File: src/hw/rtl/midpoint_line_rasterizer_core_assert.svh
// ----------------------------------------------------------------------------
// Assertion macros for the midpoint line rasterizer
// Shared immediate-style wrappers around concurrent property checks.
// ----------------------------------------------------------------------------
`ifndef MIDPOINT_LINE_RASTERIZER_CORE_ASSERT_SVH
`define MIDPOINT_LINE_RASTERIZER_CORE_ASSERT_SVH

// Same-cycle implication, checked at every rising edge outside reset.
`define MLR_ASSERT_NOW(lbl, ante, cons, msg) \
  lbl: assert property (@(posedge clk) disable iff (rst) (ante) |-> (cons)) \
    else $error(msg);

// Next-cycle implication.
`define MLR_ASSERT_NEXT(lbl, ante, cons, msg) \
  lbl: assert property (@(posedge clk) disable iff (rst) (ante) |=> (cons)) \
    else $error(msg);

`endif

File: src/hw/rtl/mlr_pkg.sv
// ----------------------------------------------------------------------------
// mlr_pkg
// Constants and controller/datapath interface types for the line rasterizer.
// ----------------------------------------------------------------------------
package mlr_pkg;

  localparam int COORD_BITS = 12;
  localparam int MAX_SPAN   = 63;
  localparam int SPAN_BITS  = $clog2(MAX_SPAN + 1);
  localparam int BUF_DEPTH  = MAX_SPAN + 1;
  localparam int PIX_BITS   = 2 * COORD_BITS;
  localparam int DEC_BITS   = 16;

  // controller -> datapath
  typedef struct packed {
    logic capture;        // latch endpoints of an accepted transaction
    logic setup_load;     // load tracing state from the folded endpoints
    logic trace_step;     // write current pixel, advance one step
    logic rd_en;          // issue one buffer read
    logic out_load_ram;   // move buffer read data into the output register
    logic out_load_flag;  // load the rejected-line result
  } mlr_cmd_t;

  // datapath -> controller
  typedef struct packed {
    logic too_long;
    logic trace_last;
    logic rd_last;
  } mlr_stat_t;

endpackage

File: src/hw/rtl/mlr_ram.sv
// ----------------------------------------------------------------------------
// mlr_ram
// Simple dual-port RAM, one write and one registered read port.
// ----------------------------------------------------------------------------
module mlr_ram #(
  parameter int WIDTH = 8,
  parameter int DEPTH = 16
) (
  input  logic                     clk,
  input  logic                     we,
  input  logic [$clog2(DEPTH)-1:0] waddr,
  input  logic [WIDTH-1:0]         wdata,
  input  logic                     re,
  input  logic [$clog2(DEPTH)-1:0] raddr,
  output logic [WIDTH-1:0]         rdata
);

  logic [WIDTH-1:0] mem [DEPTH];

  always_ff @(posedge clk) begin
    if (we) begin
      mem[waddr] <= wdata;
    end
    if (re) begin
      rdata <= mem[raddr];
    end
  end

endmodule

File: src/hw/rtl/mlr_datapath.sv
// ----------------------------------------------------------------------------
// mlr_datapath
// Octant folding, midpoint stepping, point buffer and output register.
// ----------------------------------------------------------------------------
module mlr_datapath
  import mlr_pkg::*;
(
  input  logic                  clk,
  input  mlr_cmd_t              cmd,
  output mlr_stat_t             status,
  input  logic [COORD_BITS-1:0] start_x,
  input  logic [COORD_BITS-1:0] start_y,
  input  logic [COORD_BITS-1:0] end_x,
  input  logic [COORD_BITS-1:0] end_y,
  output logic [COORD_BITS-1:0] pixel_x,
  output logic [COORD_BITS-1:0] pixel_y,
  output logic                  last_pixel,
  output logic                  span_too_long
);

  // captured endpoints
  logic [COORD_BITS-1:0] x0, y0, x1, y1;

  // folded geometry (setup cycle)
  logic                  rev_c;
  logic [COORD_BITS-1:0] ax, ay, bx, by;
  logic [COORD_BITS-1:0] dx, ady;
  logic                  yneg_c, xmaj_c;
  logic [COORD_BITS-1:0] major_c, minor_c;

  // tracing state
  logic                       rev, yneg, xmaj;
  logic [SPAN_BITS-1:0]       major, minor;
  logic [COORD_BITS-1:0]      px, py;
  logic signed [DEC_BITS-1:0] decision;
  logic [SPAN_BITS-1:0]       wr_idx, rd_idx;
  logic                       s1_last;

  logic [DEC_BITS-1:0]   inc_axis, inc_diag;
  logic                  minor_step;
  logic [SPAN_BITS-1:0]  raddr;
  logic [PIX_BITS-1:0]   rdata;

  always_comb begin
    rev_c   = (x0 > x1) || ((x0 == x1) && (y0 > y1));
    ax      = rev_c ? x1 : x0;
    ay      = rev_c ? y1 : y0;
    bx      = rev_c ? x0 : x1;
    by      = rev_c ? y0 : y1;
    dx      = bx - ax;
    yneg_c  = by < ay;
    ady     = yneg_c ? (ay - by) : (by - ay);
    xmaj_c  = dx >= ady;
    major_c = xmaj_c ? dx : ady;
    minor_c = xmaj_c ? ady : dx;
  end

  assign status.too_long   = major_c > COORD_BITS'(MAX_SPAN);
  assign status.trace_last = wr_idx == major;
  assign status.rd_last    = rd_idx == major;

  assign inc_axis   = DEC_BITS'({minor, 1'b0});
  assign inc_diag   = DEC_BITS'({minor, 1'b0}) - DEC_BITS'({major, 1'b0});
  assign minor_step = !decision[DEC_BITS-1];
  assign raddr      = rev ? (major - rd_idx) : rd_idx;

  always_ff @(posedge clk) begin
    if (cmd.capture) begin
      x0 <= start_x;
      y0 <= start_y;
      x1 <= end_x;
      y1 <= end_y;
    end

    if (cmd.setup_load) begin
      rev      <= rev_c;
      yneg     <= yneg_c;
      xmaj     <= xmaj_c;
      major    <= SPAN_BITS'(major_c);
      minor    <= SPAN_BITS'(minor_c);
      px       <= ax;
      py       <= ay;
      decision <= DEC_BITS'({minor_c, 1'b0}) - DEC_BITS'(major_c);
      wr_idx   <= '0;
      rd_idx   <= '0;
    end else if (cmd.trace_step && !status.trace_last) begin
      wr_idx <= wr_idx + SPAN_BITS'(1);
      // major axis always steps; minor steps when the decision is not negative
      if (xmaj || minor_step) begin
        px <= px + COORD_BITS'(1);
      end
      if (!xmaj || minor_step) begin
        py <= yneg ? (py - COORD_BITS'(1)) : (py + COORD_BITS'(1));
      end
      decision <= decision + (minor_step ? inc_diag : inc_axis);
    end

    if (cmd.rd_en) begin
      rd_idx  <= rd_idx + SPAN_BITS'(1);
      s1_last <= status.rd_last;
    end

    if (cmd.out_load_flag) begin
      pixel_x       <= '0;
      pixel_y       <= '0;
      last_pixel    <= 1'b1;
      span_too_long <= 1'b1;
    end else if (cmd.out_load_ram) begin
      pixel_x       <= rdata[COORD_BITS-1:0];
      pixel_y       <= rdata[PIX_BITS-1:COORD_BITS];
      last_pixel    <= s1_last;
      span_too_long <= 1'b0;
    end
  end

  mlr_ram #(
    .WIDTH (PIX_BITS),
    .DEPTH (BUF_DEPTH)
  ) u_point_buffer (
    .clk   (clk),
    .we    (cmd.trace_step),
    .waddr (wr_idx),
    .wdata ({py, px}),
    .re    (cmd.rd_en),
    .raddr (raddr),
    .rdata (rdata)
  );

endmodule

File: src/hw/rtl/mlr_ctrl.sv
// ----------------------------------------------------------------------------
// mlr_ctrl
// Sequencer: capture, setup, trace into buffer, drain with output stall.
// ----------------------------------------------------------------------------
`include "midpoint_line_rasterizer_core_assert.svh"

module mlr_ctrl
  import mlr_pkg::*;
(
  input  logic      clk,
  input  logic      rst,
  input  logic      in_valid,
  output logic      in_ready,
  output logic      out_valid,
  input  logic      out_ready,
  output mlr_cmd_t  cmd,
  input  mlr_stat_t status
);

  typedef enum logic [3:0] {
    ST_IDLE  = 4'b0001,
    ST_SETUP = 4'b0010,
    ST_TRACE = 4'b0100,
    ST_DRAIN = 4'b1000
  } state_t;

  state_t state, state_next;
  logic   s1_valid, s1_valid_next, out_valid_next;
  logic   out_free, s1_move;

  assign in_ready = (state == ST_IDLE) && !rst;
  assign out_free = !out_valid || out_ready;
  assign s1_move  = s1_valid && out_free;

  always_comb begin
    cmd               = '0;
    cmd.capture       = in_valid && in_ready;
    cmd.setup_load    = (state == ST_SETUP) && !status.too_long;
    cmd.out_load_flag = (state == ST_SETUP) && status.too_long && !s1_valid && out_free;
    cmd.trace_step    = state == ST_TRACE;
    cmd.out_load_ram  = s1_move;
    // read data parks in the RAM output register while the output is stalled
    cmd.rd_en         = (state == ST_DRAIN) && (!s1_valid || s1_move);
  end

  always_comb begin
    state_next = state;
    unique case (state)
      ST_IDLE: begin
        if (cmd.capture) state_next = ST_SETUP;
      end
      ST_SETUP: begin
        if (!status.too_long)  state_next = ST_TRACE;
        else if (cmd.out_load_flag) state_next = ST_IDLE;
      end
      ST_TRACE: begin
        if (status.trace_last) state_next = ST_DRAIN;
      end
      ST_DRAIN: begin
        if (cmd.rd_en && status.rd_last) state_next = ST_IDLE;
      end
      default: state_next = ST_IDLE;
    endcase
  end

  always_comb begin
    s1_valid_next  = cmd.rd_en ? 1'b1 : (s1_move ? 1'b0 : s1_valid);
    out_valid_next = (cmd.out_load_flag || s1_move) ? 1'b1 :
                     (out_ready ? 1'b0 : out_valid);
  end

  always_ff @(posedge clk) begin
    if (rst) begin
      state     <= ST_IDLE;
      s1_valid  <= 1'b0;
      out_valid <= 1'b0;
    end else begin
      state     <= state_next;
      s1_valid  <= s1_valid_next;
      out_valid <= out_valid_next;
    end
  end

  `MLR_ASSERT_NOW(a_flag_needs_empty_pipe, cmd.out_load_flag, !s1_valid && !s1_move,
    "rejected-line result loaded while buffer data in flight")
  `MLR_ASSERT_NOW(a_read_has_room, cmd.rd_en && s1_valid, out_free,
    "buffer read issued with no room for its data")
  `MLR_ASSERT_NEXT(a_trace_to_drain, state == ST_TRACE && status.trace_last,
    state == ST_DRAIN, "trace end did not start the drain")
  `MLR_ASSERT_NEXT(a_long_line_not_traced, state == ST_SETUP && status.too_long,
    state == ST_SETUP || state == ST_IDLE, "over-long line entered tracing")

endmodule

File: src/hw/rtl/midpoint_line_rasterizer_core.sv
// ----------------------------------------------------------------------------
// midpoint_line_rasterizer_core
// Midpoint line rasterizer: two endpoints in, one transaction per pixel out.
// ----------------------------------------------------------------------------
// Input channel (in_valid/in_ready): start_x/start_y, end_x/end_y of a line.
// Output channel (out_valid/out_ready): pixel_x/pixel_y per pixel, in order
// from the start endpoint to the end endpoint; last_pixel marks the final
// pixel. A line whose major span exceeds MAX_SPAN gives a single transaction
// with pixel 0,0, last_pixel and span_too_long set.
// Sequence for a line of n = span+1 pixels: after acceptance a setup step,
// a trace pass writing the n pixels into the point buffer, then a drain pass
// reading them back at one pixel per cycle while the receiver does not stall.
// The buffer's single read port and its registered read set the drain rate.
// in_ready is high only when the sequencer is idle; a new line may be taken
// while the previous line's last pixels still sit in the output stages.
// A stalled receiver holds the output register and the RAM read register;
// reads stop until space frees. Reset returns the sequencer to idle and
// empties the output stages; the buffer contents are not cleared.
// ----------------------------------------------------------------------------
module midpoint_line_rasterizer_core
  import mlr_pkg::*;
(
  input  logic                  clk,
  input  logic                  rst,
  input  logic                  in_valid,
  output logic                  in_ready,
  input  logic [COORD_BITS-1:0] start_x,
  input  logic [COORD_BITS-1:0] start_y,
  input  logic [COORD_BITS-1:0] end_x,
  input  logic [COORD_BITS-1:0] end_y,
  output logic                  out_valid,
  input  logic                  out_ready,
  output logic [COORD_BITS-1:0] pixel_x,
  output logic [COORD_BITS-1:0] pixel_y,
  output logic                  last_pixel,
  output logic                  span_too_long
);

  mlr_cmd_t  cmd;
  mlr_stat_t status;

  mlr_ctrl u_ctrl (
    .clk       (clk),
    .rst       (rst),
    .in_valid  (in_valid),
    .in_ready  (in_ready),
    .out_valid (out_valid),
    .out_ready (out_ready),
    .cmd       (cmd),
    .status    (status)
  );

  mlr_datapath u_datapath (
    .clk           (clk),
    .cmd           (cmd),
    .status        (status),
    .start_x       (start_x),
    .start_y       (start_y),
    .end_x         (end_x),
    .end_y         (end_y),
    .pixel_x       (pixel_x),
    .pixel_y       (pixel_y),
    .last_pixel    (last_pixel),
    .span_too_long (span_too_long)
  );

endmodule
File: config.mk
export PLATFORM = sky130hd
export DESIGN_NAME = midpoint_line_rasterizer_core
export DESIGN_NICKNAME = d
export VERILOG_FILES = /design/src/hw/rtl/mlr_pkg.sv /design/src/hw/rtl/mlr_ram.sv /design/src/hw/rtl/mlr_datapath.sv /design/src/hw/rtl/mlr_ctrl.sv /design/src/hw/rtl/midpoint_line_rasterizer_core.sv
export VERILOG_INCLUDE_DIRS = /design/src /design/src/hw/rtl
export SDC_FILE = /design/constraint.sdc
export NUM_CORES = 2
export LEC_CHECK = 0
export ABC_CLOCK_PERIOD_IN_PS = 16500
export BUFFER_PORTS_ARGS = -buffer_cell sky130_fd_sc_hd__buf_2
export CAP_MARGIN = 20
export CORE_MARGIN = 10
export CORE_UTILIZATION = 60
export CTS_CLUSTER_DIAMETER = 200
export CTS_CLUSTER_SIZE = 25
export DETAILED_ROUTE_END_ITERATION = 8
export GPL_TIMING_DRIVEN = 0
export PLACE_DENSITY_LB_ADDON = 0.08
export REMOVE_ABC_BUFFERS = 1
export SETUP_SLACK_MARGIN = 0.2
export SLEW_MARGIN = 5
export SYNTH_ARGS = -nofsm -noshare
export SYNTH_HDL_FRONTEND = slang
export SYNTH_HIERARCHICAL = 1
export SYNTH_SLANG_ARGS = --single-unit
File: constraint.sdc
create_clock -name clk -period 16.5 [get_ports clk]
set_input_delay 3.3 -clock clk [delete_from_list [all_inputs] [get_ports clk]]
set_output_delay 3.3 -clock clk [all_outputs]
set_load 0.05 [all_outputs]
======== Yosys cells after proc, flatten, opt, wreduce, memory -nomap -nowiden ========
Memories as Yosys holds them, arrays and structs flattened. A register that Yosys moved wholly into a read port is not among the register bits.
Index checks and enable logic that the tools add are counted.
storage, ports and cells
  flip-flop bits (word level) ............. 148
  memory bits (writable) .................. 1536
  input port bits ......................... 52
  output and inout bits ................... 28
  logic and storage cells ................. 116
  memories ................................ 1
memories
  name                           words  bits a word  rd ports  clocked after memory_dff  write ports  line           source
  u_datapath.u_point_buffer.mem  64     24           1         1                         1            mlr_ram.sv:18  logic [WIDTH-1:0] mem [DEPTH];
cells by class
  $add $sub $neg .......................... 12
  $lt $le $gt $ge ......................... 5
  equal/unequal tests ..................... 11
  muxes and demuxes ....................... 32
  reductions and logical operators ........ 33
operator list
  cell                     number
  $mux W12                 14
  $mux W16                 3
  $sub A12 B12 Y12         3
  $add A12 B1 Y12 const B  2
  $gt A12 B12 Y1           2
  $mux W4                  5
  $mux W6                  3
  $add A16 B16 Y16         1
  $pmux W4 S4              1
  $sub A13 B12 Y14         1
  $add A6 B1 Y6 const B    2
  $eq A12 B12 Y1           1
  $eq A6 B6 Y1             2
  $ge A12 B12 Y1           1
  $gt A12 B6 Y1 const B    1
  $lt A12 B12 Y1           1
  $reduce_bool A2 Y1       6
  $sub A12 B1 Y12 const B  1
  $logic_and A1 B1 Y1      11
  $sub A7 B7 Y8            1
  $logic_not A1 Y1         7
  $logic_or A1 B1 Y1       6
  $mux W1                  6
  $sub A6 B6 Y6            1
  9 further kinds          11

======== Depth between registers and ports, before layout ========
  depth after elaboration ................. 15
  depth in mapped cells ................... 49
  mapped depth without buffers ............ 40

======== Hierarchy ========
Netlist, hierarchy kept.
by module, submodules not included
  module        instances  cells each  area each (um^2)  seq. area each (um^2)
  mlr_ram       1          2610        59535.8           46844.9
  mlr_datapath  1          1140        10466.3           3913.8
  mlr_ctrl      1          42          386.6             120.1

======== Worst setup path before layout ========
OpenSTA, ideal clock, no wires.
  path type ............................... register -> register
  start point ............................. register u_datapath.x0[10]
  end point ............................... register u_datapath.px[0] (enable)
  setup time .............................. 0.398 ns
  arrival ................................. 10.634 ns
  data required time ...................... 16.102 ns
  setup slack ............................. 5.469 ns
  cell stages (with the launch flop) ...... 40
  path buffers ............................ 9
  clock period less this slack ............ 11.031 ns
  cells stage by stage .................... edfxtp_1 -> ha_1 -> nand2_1 -> or3_1 -> a21o_1 -> o2111ai_1 -> nand3_2 -> inv_1 -> buf_1 -> clkbuf_1 -> clkbuf_1 -> buf_1 -> buf_1 -> a21oi_1 -> ha_1 -> a41oi_1 -> a21oi_1 -> a2111oi_4 -> [4 not listed] -> mux2_2 -> nor2_1 -> inv_1 -> ha_1 -> a2111oi_0 -> nand4b_1 -> o21ai_0 -> clkbuf_1 -> clkbuf_1 -> clkbuf_1 -> nand2_1 -> o21ai_0 -> and3_1 -> nand4_1 -> nor2b_1 -> inv_1 -> clkbuf_1 -> o21ai_0
RTL lines
  item                      line                source
  start: declaration        mlr_datapath.sv:22  logic [COORD_BITS-1:0] x0, y0, x1, y1;
  start signal: assignment  mlr_datapath.sv:69  x0 <= start_x;
  end signal: assignment    mlr_datapath.sv:90  px <= px + COORD_BITS'(1);
  end: declaration          mlr_datapath.sv:34  logic [COORD_BITS-1:0] px, py;

==> out/results.txt <==
status: completed
slowest cell delay on critical path: 970 ps
# hold bufs at CTS: 0
TritonCTS Sinks: 1,707
top cell type's share of synthesized area: 0.712
IO buf count: 79
hold violation count in the final report: 0
Post-synth ARST share: 0
Rows: 125
Post-synth EDFFs: 1,669
Worst Setup End Kind: flip-flop
TritonCTS Buffers: 78
post-route ant nets: 0
Achievable Freq: 0.0762 GHz
Die H: 363 um
Max Slew Vio Count: 0
overall routing resource usage: 0.266
crit-path max FO: 41
Critical Path Source Type: flip-flop
first-pass GRT wire length: 255,000 um
# nets final: 4,084
pin count of the biggest net entering global routing: 45
yosys warns: 6
clock skew: 36.8 ps
Avg Vias per Cell: 6.72
post-cts resize count: 0
Setup Crit Path Kind: flip-flop to flip-flop
Period minus WS final: 13,120 ps
actual slew at the worst max-slew pin: 1120 ps
DRC violations left: 0
clock root cell: clkbuf_16
Clock Path Buffers: 3
Setup WS pre-CTS: 3480 ps
clock-pin slew on the worst setup and hold paths: 90 ps
worst skew pair latency: 710 ps
critical path's slowest cell: a2111oi_4
Synth Instances: 3,792
Die Span X: 363 um
vias in the first global route: 37,215
DP HPWL: 121,000 um
Critical Path AT: 13,530 ps
drt pass-1 iters: 6
DR vias: 37,018
Tcrit/Tclk final: 0.795
Detailed Route Iter0 Violations: 4,721
Yosys top cell by area: edfxtp_1
most used flip-flop cell after synthesis: edfxtp_1
worst rel slew slack: 0.252
VDD IR max: 126 uV
io pins: 80
CP required: 16,910 ps
Distinct cells, synth: 88
Area Overhead vs Synth: 11.8%
RSZ-0062 raised after global routing: false
initial core utilization: 0.605
largest register by flop count: u_datapath/u_point_buffer/mem
Avg Cell Area, Syn: 18.6 um2
WL final: 173,000 um
Max-Cap Viols: 0
final setup vio count: 0
Core Area: 116,000 um2
top cells by area, synth: edfxtp_1 (71%), mux4_2 (11%), mux2i_1 (2.1%), ha_1 (1.5%), dfxtp_1 (1.1%)
PwrDens: 96.4 nW/um2
Placed Instances: 5,387
Final Cell Area: 78,700 um2
grt total ovfl: 0
die area: 131,000 um2
Post-CTS Setup Inserts: 0
share of layout cells above drive strength 1: 0.220
max reg flops: 1,536
synthesized flop and latch total: 1,707
GPL Wtd Cong: 0.858
setup ws final: 3380 ps
largest registers: u_datapath/u_point_buffer/mem (1536), u_datapath/u_point_buffer/rdata (24), u_datapath/decision (15)
post-synthesis sequential area ratio: 0.723
H-tree Lvls: 3
Leak: 25.5 nW
worst hold path class: flip-flop to flip-flop
Synth Cell Area: 70,400 um2
antenna violations before repair: 6
DP Area: 76,500 um2
WL/cell: 31.5 um
CTS tree: done
fin cells: 5,512
-- logic make-up (layout without fill, tap and decap cells) --
kind of cell	after synthesis	count (layout)	share of synthesized area
simple gates	561	561	0.0380
buf+inv	285	480	0.0189
compound gates	497	497	0.0485
flops	1707	1707	0.723
xor+xnor	87	87	0.0108
other cells	0	1	0
fa+ha+maj	92	92	0.0167
mux	563	563	0.144
-- final timing paths --
path / from / endpoint / slack (ps) / cells past startpoint
max reg2reg: u_datapath/x1[6] / u_datapath/px[2] / 3380 / 34
min reg2reg: u_datapath/span_too_long / u_datapath/span_too_long / 470 / 1
min: u_datapath/span_too_long / u_datapath/span_too_long / 470 / 1
max: u_datapath/x1[6] / u_datapath/px[2] / 3380 / 34
-- stage by stage --
| step | TNS (ps) | total power [mW] | hold slack [ps] | utilization |
|---|---|---|---|---|
| after global routing | 0 | 7.86 | 508 | 0.677 |
| after floorplan | -482670 | 5.32 | 433 | - |
| after CTS | 0 | 7.62 | 481 | 0.676 |
| after detailed placement | 0 | 5.48 | 450 | 0.657 |
| final | 0 | 7.59 | 475 | 0.677 |
| after global placement | -1508220 | 5.49 | 433 | 0.616 |
-- worst max-delay path: cells and delay by family, from the launching register on --
kind / cells / cell delay, ps
adders and majority gates: 3 / 780
DFF: 1 / 510
AOI/OAI and AO/OA: 11 / 4910
muxes: 2 / 780
and+or+nand+nor: 9 / 2930
xor gates and xnor gates: 1 / 480
buffers and inverters: 8 / 2350
-- cell usage in the layout (no fill, tap or decap), types with 16 or more instances in the layout --
cell type | synthesis | final
o21a_1 | 18 | 18
clkbuf_1 | 77 | 37
nand3_1 | 47 | 47
buf_12 | 0 | 55
buf_16 | 0 | 100
and3_1 | 30 | 30
a22oi_1 | 33 | 33
dfxtp_1 | 38 | 38
and2_1 | 17 | 16
mux2i_1 | 145 | 144
a21oi_1 | 101 | 99
nor2_1 | 188 | 122
mux2_2 | 62 | 62
a221oi_1 | 54 | 54
nor2_4 | 0 | 63
o21ai_0 | 63 | 57
buf_2 | 50 | 79
a31oi_1 | 44 | 44
inv_1 | 95 | 94
ha_1 | 83 | 83
or3_1 | 18 | 18
nand2b_1 | 19 | 19
clkbuf_16 | 0 | 81
edfxtp_1 | 1669 | 1669
xnor2_1 | 64 | 63
xor2_1 | 23 | 23
o21bai_1 | 17 | 17
a21o_1 | 18 | 18
nand2_1 | 148 | 148
mux4_2 | 355 | 355
nor2b_1 | 31 | 29
o22ai_1 | 55 | 55
-- power by group --
| group | total [mW] | switching, mW | internal (mW) |
|---|---|---|---|
| clock network | 2.20 | 1.27 | 0.923 |
| logic | 0.672 | 0.418 | 0.254 |
| registers | 4.72 | 0.0128 | 4.71 |
| total | 7.59 | 1.71 | 5.88 |
-- routing by layer --
layer / global-route usage / up-vias / routed length, um / part of all wire
li1: - / 15652 / - / -
met4: 0.0827 / 4 / 5440 / 0.031
met2: 0.416 / 1799 / 81800 / 0.47
met1: 0.379 / 19331 / 69000 / 0.40
met3: 0.0550 / 232 / 17200 / 0.099
met5: 0 / - / 26 / 0.00015
-- synthesized netlist by cell type, types with 18 or more instances --
cell,count
a31oi_1,44
or3_1,18
inv_1,95
a21o_1,18
edfxtp_1,1669
xor2_1,23
mux4_2,355
nor2_1,188
a221oi_1,54
mux2_2,62
buf_4,33
ha_1,83
xnor2_1,64
mux2i_1,145
o21a_1,18
nor2b_1,31
and3_1,30
nand2b_1,19
a21oi_1,101
nand3_1,47
o22ai_1,55
o21ai_0,63
buf_2,50
nand2_1,148
a22oi_1,33
dfxtp_1,38
clkbuf_1,77
-- cell type report --
class	instances	area, um2
sequential	1707	50900
fill	7345	37600
multi-input combinational	1800	18800
timing repair buffer	259	4560
clock buffer	118	2170
tap	1524	1910
inverter	99	373
clock inverter	4	57.6
antenna	1	2.50
Power figures use the tool's default switching activity.
